--- src/hdl/dmm_pkg.sv ---
package dmm_pkg;

	// Widths fixed by the item formats and the size registers.
	localparam int DIM_W     = 4;
	localparam int CFG_IDX_W = 2;
	localparam int IN_ELEM_W = 32;
	localparam int RESULT_W  = 64;

	// Configuration register indexes.
	localparam logic [CFG_IDX_W-1:0] REG_ROWS  = 2'd0;
	localparam logic [CFG_IDX_W-1:0] REG_INNER = 2'd1;
	localparam logic [CFG_IDX_W-1:0] REG_COLS  = 2'd2;

	// Matrix selector carried by each input item.
	localparam logic ACT_LEFT  = 1'b0;
	localparam logic ACT_RIGHT = 1'b1;

	localparam logic [DIM_W-1:0] DIM_RESET = 4'd8;

	typedef struct packed {
		logic                        action;
		logic signed [IN_ELEM_W-1:0] element;
	} in_item_t;

	typedef struct packed {
		logic signed [RESULT_W-1:0] product_value;
		logic                       last_of_run;
	} out_item_t;

	// Markers that travel with each multiply-accumulate through the pipeline.
	typedef struct packed {
		logic first;
		logic last;
		logic end_run;
	} mac_flags_t;

	typedef struct packed {
		logic       wr_left;
		logic       wr_right;
		logic       issue;
		mac_flags_t flags;
	} ctl_cmd_t;

	typedef struct packed {
		logic busy;
		logic advance;
	} dp_status_t;

endpackage

--- src/hdl/dmm_ctrl.sv ---
module dmm_ctrl import dmm_pkg::*; #(
	parameter int MAX_DIM = 8
) (
	input  logic                                   clk,
	input  logic                                   arst_n,
	input  logic [DIM_W-1:0]                       rows_used,
	input  logic [DIM_W-1:0]                       inner_used,
	input  logic [DIM_W-1:0]                       cols_used,
	input  logic                                   item_valid,
	input  logic                                   item_action,
	output logic                                   item_ready,
	output ctl_cmd_t                               cmd,
	output logic [((MAX_DIM*MAX_DIM > 1) ? $clog2(MAX_DIM*MAX_DIM) : 1)-1:0] wr_addr,
	output logic [((MAX_DIM*MAX_DIM > 1) ? $clog2(MAX_DIM*MAX_DIM) : 1)-1:0] a_addr,
	output logic [((MAX_DIM*MAX_DIM > 1) ? $clog2(MAX_DIM*MAX_DIM) : 1)-1:0] b_addr,
	input  dp_status_t                             status
);

	localparam int DEPTH  = MAX_DIM * MAX_DIM;
	localparam int ADDR_W = (DEPTH > 1) ? $clog2(DEPTH) : 1;
	localparam int CNT_W  = $clog2(DEPTH + 1);
	localparam int CMP_W  = (CNT_W > 2 * DIM_W) ? CNT_W : 2 * DIM_W;

	typedef enum logic [2:0] {
		ST_LOAD  = 3'b001,
		ST_ISSUE = 3'b010,
		ST_DRAIN = 3'b100
	} state_t;

	function automatic logic [DIM_W-1:0] clamp_dim(input logic [DIM_W-1:0] v);
		logic [DIM_W-1:0] r;
		if (v == '0) begin
			r = DIM_W'(1);
		end else if (int'(v) > MAX_DIM) begin
			r = DIM_W'(MAX_DIM);
		end else begin
			r = v;
		end
		return r;
	endfunction

	state_t             state_q;
	logic [CNT_W-1:0]   left_count_q;
	logic [CNT_W-1:0]   right_count_q;
	logic [DIM_W-1:0]   i_q;
	logic [DIM_W-1:0]   j_q;
	logic [DIM_W-1:0]   p_q;
	logic [ADDR_W-1:0]  a_row_q;
	logic [ADDR_W-1:0]  a_idx_q;
	logic [ADDR_W-1:0]  b_idx_q;

	logic [DIM_W-1:0]   m_dim;
	logic [DIM_W-1:0]   k_dim;
	logic [DIM_W-1:0]   n_dim;
	logic [2*DIM_W-1:0] mk;
	logic [2*DIM_W-1:0] kn;
	logic               accept;
	logic               wr_left;
	logic               wr_right;
	logic [CMP_W-1:0]   right_next;
	logic               trigger;
	logic               issue;
	logic               p_end;
	logic               j_end;
	logic               i_end;

	assign m_dim = clamp_dim(rows_used);
	assign k_dim = clamp_dim(inner_used);
	assign n_dim = clamp_dim(cols_used);
	assign mk    = m_dim * k_dim;
	assign kn    = k_dim * n_dim;

	assign item_ready = (state_q == ST_LOAD);
	assign accept     = item_valid && item_ready;

	assign wr_left  = accept && (item_action == ACT_LEFT) &&
		(CMP_W'(left_count_q) < CMP_W'(mk));
	assign wr_right = accept && (item_action == ACT_RIGHT) &&
		(CMP_W'(right_count_q) < CMP_W'(kn));

	assign right_next = CMP_W'(right_count_q) + CMP_W'(wr_right);
	assign trigger    = accept && (item_action == ACT_RIGHT) && (right_next >= CMP_W'(kn));

	assign wr_addr = (item_action == ACT_LEFT) ? left_count_q[ADDR_W-1:0] :
		right_count_q[ADDR_W-1:0];

	assign p_end = (p_q == k_dim - DIM_W'(1));
	assign j_end = (j_q == n_dim - DIM_W'(1));
	assign i_end = (i_q == m_dim - DIM_W'(1));

	assign issue  = (state_q == ST_ISSUE) && status.advance;
	assign a_addr = a_idx_q;
	assign b_addr = b_idx_q;

	always_comb begin
		cmd               = '0;
		cmd.wr_left       = wr_left;
		cmd.wr_right      = wr_right;
		cmd.issue         = issue;
		cmd.flags.first   = (p_q == '0);
		cmd.flags.last    = p_end;
		cmd.flags.end_run = p_end && j_end && i_end;
	end

	always_ff @(posedge clk or negedge arst_n) begin
		if (!arst_n) begin
			state_q       <= ST_LOAD;
			left_count_q  <= '0;
			right_count_q <= '0;
			i_q           <= '0;
			j_q           <= '0;
			p_q           <= '0;
			a_row_q       <= '0;
			a_idx_q       <= '0;
			b_idx_q       <= '0;
		end else begin
			case (state_q)
				ST_LOAD: begin
					if (trigger) begin
						left_count_q  <= '0;
						right_count_q <= '0;
						i_q           <= '0;
						j_q           <= '0;
						p_q           <= '0;
						a_row_q       <= '0;
						a_idx_q       <= '0;
						b_idx_q       <= '0;
						state_q       <= ST_ISSUE;
					end else begin
						if (wr_left) begin
							left_count_q <= left_count_q + CNT_W'(1);
						end
						if (wr_right) begin
							right_count_q <= right_count_q + CNT_W'(1);
						end
					end
				end
				ST_ISSUE: begin
					if (issue) begin
						if (!p_end) begin
							p_q     <= p_q + DIM_W'(1);
							a_idx_q <= a_idx_q + ADDR_W'(1);
							b_idx_q <= b_idx_q + ADDR_W'(n_dim);
						end else if (!j_end) begin
							p_q     <= '0;
							j_q     <= j_q + DIM_W'(1);
							a_idx_q <= a_row_q;
							b_idx_q <= ADDR_W'(j_q) + ADDR_W'(1);
						end else begin
							p_q     <= '0;
							j_q     <= '0;
							i_q     <= i_q + DIM_W'(1);
							a_row_q <= a_row_q + ADDR_W'(k_dim);
							a_idx_q <= a_row_q + ADDR_W'(k_dim);
							b_idx_q <= '0;
							if (i_end) begin
								state_q <= ST_DRAIN;
							end
						end
					end
				end
				ST_DRAIN: begin
					if (!status.busy) begin
						state_q <= ST_LOAD;
					end
				end
				default: begin
					state_q <= ST_LOAD;
				end
			endcase
		end
	end

endmodule

--- config.mk ---
export PLATFORM = sky130hd
export DESIGN_NAME = dmm_ctrl
export DESIGN_NICKNAME = d
export VERILOG_FILES = /design/src/hdl/dmm_pkg.sv /design/src/hdl/dmm_ctrl.sv
export SDC_FILE = /design/constraint.sdc
export NUM_CORES = 1
export LEC_CHECK = 0
export BUFFER_PORTS_ARGS = -buffer_cell sky130_fd_sc_hd__buf_2
export CAP_MARGIN = 20
export CELL_PAD_IN_SITES_DETAIL_PLACEMENT = 1
export CELL_PAD_IN_SITES_GLOBAL_PLACEMENT = 1
export CORE_MARGIN = 1.5
export CORE_UTILIZATION = 31
export DETAILED_ROUTE_END_ITERATION = 16
export PLACE_DENSITY_LB_ADDON = 0.1
export SYNTH_ARGS = -nofsm -noshare
export SYNTH_HDL_FRONTEND = slang
export SYNTH_SLANG_ARGS = --single-unit
export TNS_END_PERCENT = 5
--- constraint.sdc ---
create_clock -name clk -period 6.5 [get_ports clk]
set_input_delay 1.3 -clock clk [delete_from_list [all_inputs] [get_ports clk]]
set_output_delay 1.3 -clock clk [all_outputs]
set_load 0.005 [all_outputs]
==> results.toml, run 1 <==
[routing]
drc = 0
drt_iter0_drc = 89
num_vias = 4385
wire_per_inst_um = 19.0
final_antenna_net_count = 0
vias_per_cell = 5.30
dr.pass1.iters = 4
wirelength_mm = 15.7

[setup_path]
critical-path-slowest-cell = "fa_1"
path_max_fanout = 4
worstSetupPathType = "in -> reg"
cp-end-kind = "flop"
crit_buf_inv = 8
required_ns = 6.70
crit_family = "adder cells"
critPathLaunchType = "input port"
reg2reg_to = "a_addr[5]"
max_stage_delay_ns = 0.59
reg2regPathDepth = 18
reg2reg_slack_ns = 2.48
critPathArrivalTime_ns = 7.00
r2r-start = "right_count_q[3]"

[yosys]
syn_inst = 540
ys_types = 77
synth_fp_nets = 632
async_flop_share_pct = 100
ys_seq_elements = 47
synth.area.top_cells = "dfrtp_1 24%, ha_1 17%, fa_1 4.2%"
syn-cell-area_um2 = 4790
synth_ff_type = "dfrtp_1"
synth.largest_area_cell = "dfrtp_1"
avgSynthCellArea_um2 = 8.87
synth_edf_count = 0
synth_top_area_share_pct = 24.0
yosysSeqAreaShare_pct = 24.6
ys_warn_count = 0

[layout]
multi_input_area_um2 = 3590
areaGrowthSynthToFinish_pct = 28.9
antenna_cells = 0
seq_area_um2 = 1180
fillCellCount = 1747
nets = 730
layout-drive-gt1-share_pct = 29.7
stdcell_area_um2 = 6180
utilization_pct = 40.8

[timing]
holdWs_ns = 0.487
slew_viol_final = 0
rsz0062_at_grt = "yes"
fmax_mhz = 147
final-setup-viol-count = 47
hold_violations = 0
final.period_utilization_pct = 105
relSlewSlack_pct = 47.2
setup_ws_ns = -0.297
min_period_ns = 6.80
timing_worst_slew_pin_value_ns = 0.784
skew_ns = 0.00736

[worst_hold_path]
hold_path.class = "reg -> reg"
hold_end = "i_q[3]"
min_from = "i_q[3]"
whs_path_depth = 1

[cts]
worstSkewPairLatency_ns = 0.31
ctsHoldBuffers = 0
path_clk_slew_ns = 0.07
root_buffer = "clkbuf_16"
cts_tree = "yes"
cts.sinks = 47
htree_levels = 2
clock_path_buffers = 2
cts_buffers = 5

[global_routing]
grt_max_degree = 48
grt_pass1_vias = 4693
antenna_found_initial = 1
grt-ovfl-total = 0
grt_pass1_wl_mm = 25.2
grt_use_total_pct = 20.0

[die]
chipWidth_um = 127
ios = 43
dieArea_um2 = 16200
start_util_pct = 31.6
core_area_um2 = 15100
num_rows = 45
fp.dieH_um = 127

[power_and_ir_drop]
ir_drop_uv = 112
p_leak_nw = 3.05
power_mw = 1.30
cellPowerDensity_nw_per_um2 = 210

[placement]
port_buffers = 42
place_area_um2 = 5610
dp_hpwl_mm = 11.5
dp_slack_ns = -0.627
place.gp.congestion = 0.771

[job]
maxCapViolations = 0

[outcome]
violations = "setup timing"
status = "complete, but fails checks"
-- registers in the layout, indices dropped and copies added, names as in the netlist --
signal	flops
a_addr	6
a_row_q	6
b_addr	6
i_q	4
j_q	4
left_count_q	7
p_q	4
right_count_q	7
state_q	3
-- metal layers --
metal	global-route usage, %	share of wire (%)	up-vias
li1	-	-	2149
met1	24.5	45	2179
met2	37.5	52	43
met3	2.26	1.6	14
met4	4.41	1.1	0
met5	0	0	-
-- worst register-to-register path: stages (launching register included) --
cell	delay (ns)
dfrtp_1	0.53
ha_1	0.39
a21o_1	0.21
a221oi_4	0.26
o21ai_2	0.11
and2_4	0.18
nor2_4	0.10
ha_4	0.17
ha_4	0.16
nand3_4	0.09
xnor2_4	0.17
ha_4	0.30
nand3_2	0.09
o31ai_4	0.36
a21oi_4	0.14
buf_6	0.16
buf_16	0.13
a31o_2	0.21
a21o_1	0.17
-- logic make-up (layout without fill, tap and decap cells) --
kind of cell    count (synthesis)  after routing  synth area share [%]
fa+ha+maj                      74             74                  20.9
simple gates                  180            180                  21.2
flops                          47             47                  24.6
compound gates                127            127                  18.3
xor+xnor                       32             32                  5.85
buf+inv                        69            168                  6.66
mux                            11             11                  2.53
-- cell usage after synthesis, types with 9 or more instances --
cell and count:
and2_1 12, nand3_1 27, nor2_1 37, o211ai_1 9
mux2_2 9, nand2_1 30, xnor2_1 16, dfrtp_1 46
xor2_1 16, fa_1 10, a21oi_1 28, a21o_1 14
ha_1 64, o31ai_1 12, o21ai_0 16, or3_1 10
inv_1 44
-- what timing repair did --
item	in CTS	in global routing
setup endpoints to repair	47	48
buffers inserted	15	4
cloned	2	0
pin swaps	8	28
gates resized for setup	21	26
-- report_power, final --
part	switching, mW	internal [mW]	leakage, nW
logic	0.296	0.316	2.34
registers	0.0809	0.325	0.643
clock network	0.135	0.145	0.0710
-- through the flow --
step                instances  TNS, ns
CTS                       823    -4.10
detailed placement        798   -24.06
global route              827   -20.47
global placement          798   -15.06
floorplan                 540    -5.65
finish                    827    -8.46
-- how the worst max path moves through the flow --
stage / endpoint / from / depth (start not counted) / slack [ns]
3_3_place_gp: j_q[0] / inner_used[1] / 29 / -0.42
4_1_cts: a_addr[5] / inner_used[1] / 31 / -0.20
2_1_floorplan: b_addr[2] / inner_used[3] / 32 / -0.19
5_1_grt: a_addr[5] / inner_used[2] / 30 / -0.52
3_5_place_dp: left_count_q[2] / inner_used[1] / 30 / -0.63
6_report: a_addr[5] / inner_used[2] / 32 / -0.30
-- final cells by class --
type	instances	area share (%)
repair buffers	112	13.4
flip-flops and latches	47	19.1
multi-input cells	424	58.1
clock inverters	2	0.284
inverters	48	3.24
clock buffers	6	2.09
well taps	188	3.81
-- cells in the final DEF (no fill, tap or decap), types with 13 or more instances in the layout --
master	n
xor2_1	15
inv_1	42
nand3_1	23
xnor2_1	15
buf_4	64
nand2_1	26
a21oi_1	24
buf_2	39
o21ai_0	13
nor2_1	35
dfrtp_1	46
ha_1	60
a21o_1	14
(Power assumes the default switching activity.)
==> run 2: changes to the inputs <==
--- a/config.mk
+++ b/config.mk
@@ -12,7 +12,7 @@
 export CORE_MARGIN = 1.5
 export CORE_UTILIZATION = 31
 export DETAILED_ROUTE_END_ITERATION = 16
-export PLACE_DENSITY_LB_ADDON = 0.1
+export PLACE_DENSITY = 0.61
 export SYNTH_ARGS = -nofsm -noshare
 export SYNTH_HDL_FRONTEND = slang
 export SYNTH_SLANG_ARGS = --single-unit
==> run 2 against run 1 <==
- the flow still finishes with violations (setup timing)
- largest cell class unchanged
- largest power group unchanged
- core utilization increased by 0.47 points
- clock skew decreased by 0.0014 ns
- count of clock-buffer cells in the layout unchanged
- critical path type unchanged
- cell count increased by 0.60%
==> results.toml, run 2 (synthesis results as in run 1) <==
[timing]
final-setup-viol-count = 46
hold_violations = 0
rsz0062_at_grt = "yes"
timing_worst_slew_pin_value_ns = 0.769
min_period_ns = 6.75
skew_ns = 0.00601
fmax_mhz = 148
relSlewSlack_pct = 48.3
final.period_utilization_pct = 104
slew_viol_final = 0
setup_ws_ns = -0.255
setup_tns_ns = -5.06

[power_and_ir_drop]
ir_drop_uv = 135
clock_power_share_pct = 20.9
switching_share_pct = 39.0
p_int_uw = 802
p_leak_nw = 3.05
power_mw = 1.32
p_sw_uw = 513
power_frac_comb_pct = 48.5
cellPowerDensity_nw_per_um2 = 211
seqPwrFrac_pct = 30.6

[cts]
cts_tree = "yes"
htree_levels = 2
clock_path_buffers = 2
ctsHoldBuffers = 0
path_clk_slew_ns = 0.07
worstSkewPairLatency_ns = 0.31
cts_buffers = 5
cts.sinks = 47
root_buffer = "clkbuf_16"

[layout]
utilization_pct = 41.3
areaGrowthSynthToFinish_pct = 30.4
layout_commonest_cell = "buf_4"
nets = 735
top_regs = "left_count_q: 7 flops, right_count_q: 7 flops"
fillCellCount = 1760
layout-drive-gt1-share_pct = 31.7
layout_common_cells = "63 x buf_4, 61 x ha_1, 46 x dfrtp_1"
antenna_cells = 0

[routing]
final_antenna_net_count = 0
num_vias = 4456
drt_iter0_drc = 153
vias_per_cell = 5.36
wire_per_inst_um = 18.9
drc = 0
dr.pass1.iters = 4
wirelength_mm = 15.7

[setup_path]
cp_common_cell = "buf_4"
critical-path-slowest-cell = "fa_1"
path_max_fanout = 3
critPathLaunchType = "input port"
cp-end-kind = "flop"
critPathArrivalTime_ns = 6.99
crit_family = "buffers and inverters"
crit_buf_inv = 19
max_stage_delay_ns = 0.55
required_ns = 6.74
worstSetupPathType = "in -> reg"

[die]
dieArea_um2 = 16200
fp.dieH_um = 127
core_area_um2 = 15100
num_rows = 45
start_util_pct = 31.6
ios = 43
chipWidth_um = 127

[worst_hold_path]
hold_path.class = "reg -> reg"

[outcome]
status = "complete, but fails checks"
violations = "setup timing"

[placement]
port_buffers = 42
place.gp.congestion = 0.785
dp_hpwl_mm = 11.5
dp_slack_ns = -0.605

[job]
maxCapViolations = 0

[global_routing]
grt_pass1_wl_mm = 25.6
grt_pass1_vias = 4902
grt_use_total_pct = 20.0
grt-ovfl-total = 0
antenna_found_initial = 0
grt_max_degree = 48
run 2: cell types whose count changed in the layout (fill, tap and decap cells not counted), sizes merged:
cell    before  now
bufbuf       1    0
buf        111  117
run 2: metal layers:
metal | track usage [%] | share of wire (%)
met1 | 24.8 | 45
met4 | 4.61 | 1.5
met3 | 2.55 | 1.8
met5 | 0 | 0
met2 | 36.9 | 52
run 2: cell type report:
type	count	area, um^2	share of cell area (%)
Multi-Input combinational cell	424	3620	57.9
Sequential cell	47	1180	18.8
Timing Repair Buffer	117	873	14.0
Tap cell	188	235	3.76
Inverter	48	200	3.20
Clock buffer	6	129	2.06
Clock inverter	2	17.5	0.280
run 2: worst paths after layout:
check,slack [ns],to,startpoint,depth (start not counted)
setup / recovery,-0.25,right_count_q[5],inner_used[2],34
hold / removal,0.49,i_q[3],i_q[3],1
setup reg to reg,2.45,right_count_q[5],right_count_q[3],21
hold reg to reg,0.49,i_q[3],i_q[3],1
max in group asynchronous,4.92,a_addr[3],arst_n,2
min in group asynchronous,1.10,right_count_q[2],arst_n,2
run 2: worst register-to-register path: stages, from the launching register on:
cell	delay, ns
dfrtp_1	0.52
ha_1	0.41
a21o_1	0.19
a221oi_2	0.26
o21ai_2	0.11
buf_4	0.14
buf_4	0.12
buf_4	0.12
buf_4	0.12
buf_4	0.12
buf_4	0.12
buf_4	0.12
buf_4	0.12
buf_4	0.12
buf_4	0.12
buf_4	0.12
buf_4	0.12
buf_4	0.12
buf_4	0.12
a211oi_2	0.25
or3b_1	0.38
a21oi_1	0.14
run 2: per-stage QoR:
step | hold slack, ns | cells | cell area (um^2)
4_1_cts | 0.487 | 828 | 6110
5_1_grt | 0.531 | 832 | 6250
3_5_place_dp | 0.477 | 798 | 5610
2_1_floorplan | 0.446 | 540 | 4940
3_3_place_gp | 0.460 | 798 | 5610
6_report | 0.488 | 832 | 6250
run 2: what timing repair did:
| item | 4_1_cts | 5_1_grt |
|---|---|---|
| gates resized for setup | 50 | 24 |
| endpoints found under the setup margin | 47 | 48 |
| gates cloned | 1 | 0 |
| setup buffers | 21 | 4 |
| pin swaps | 25 | 9 |
run 2: power by group through the flow:
| stage | registers, mW | clock network (mW) | logic (mW) |
|---|---|---|---|
| finish | 0.402 | 0.276 | 0.638 |
| global route | 0.410 | 0.295 | 0.699 |
| CTS | 0.400 | 0.286 | 0.592 |
| detailed placement | 0.406 | 0 | 0.443 |
| global placement | 0.404 | 0 | 0.429 |
| floorplan | 0.368 | 0 | 0.306 |
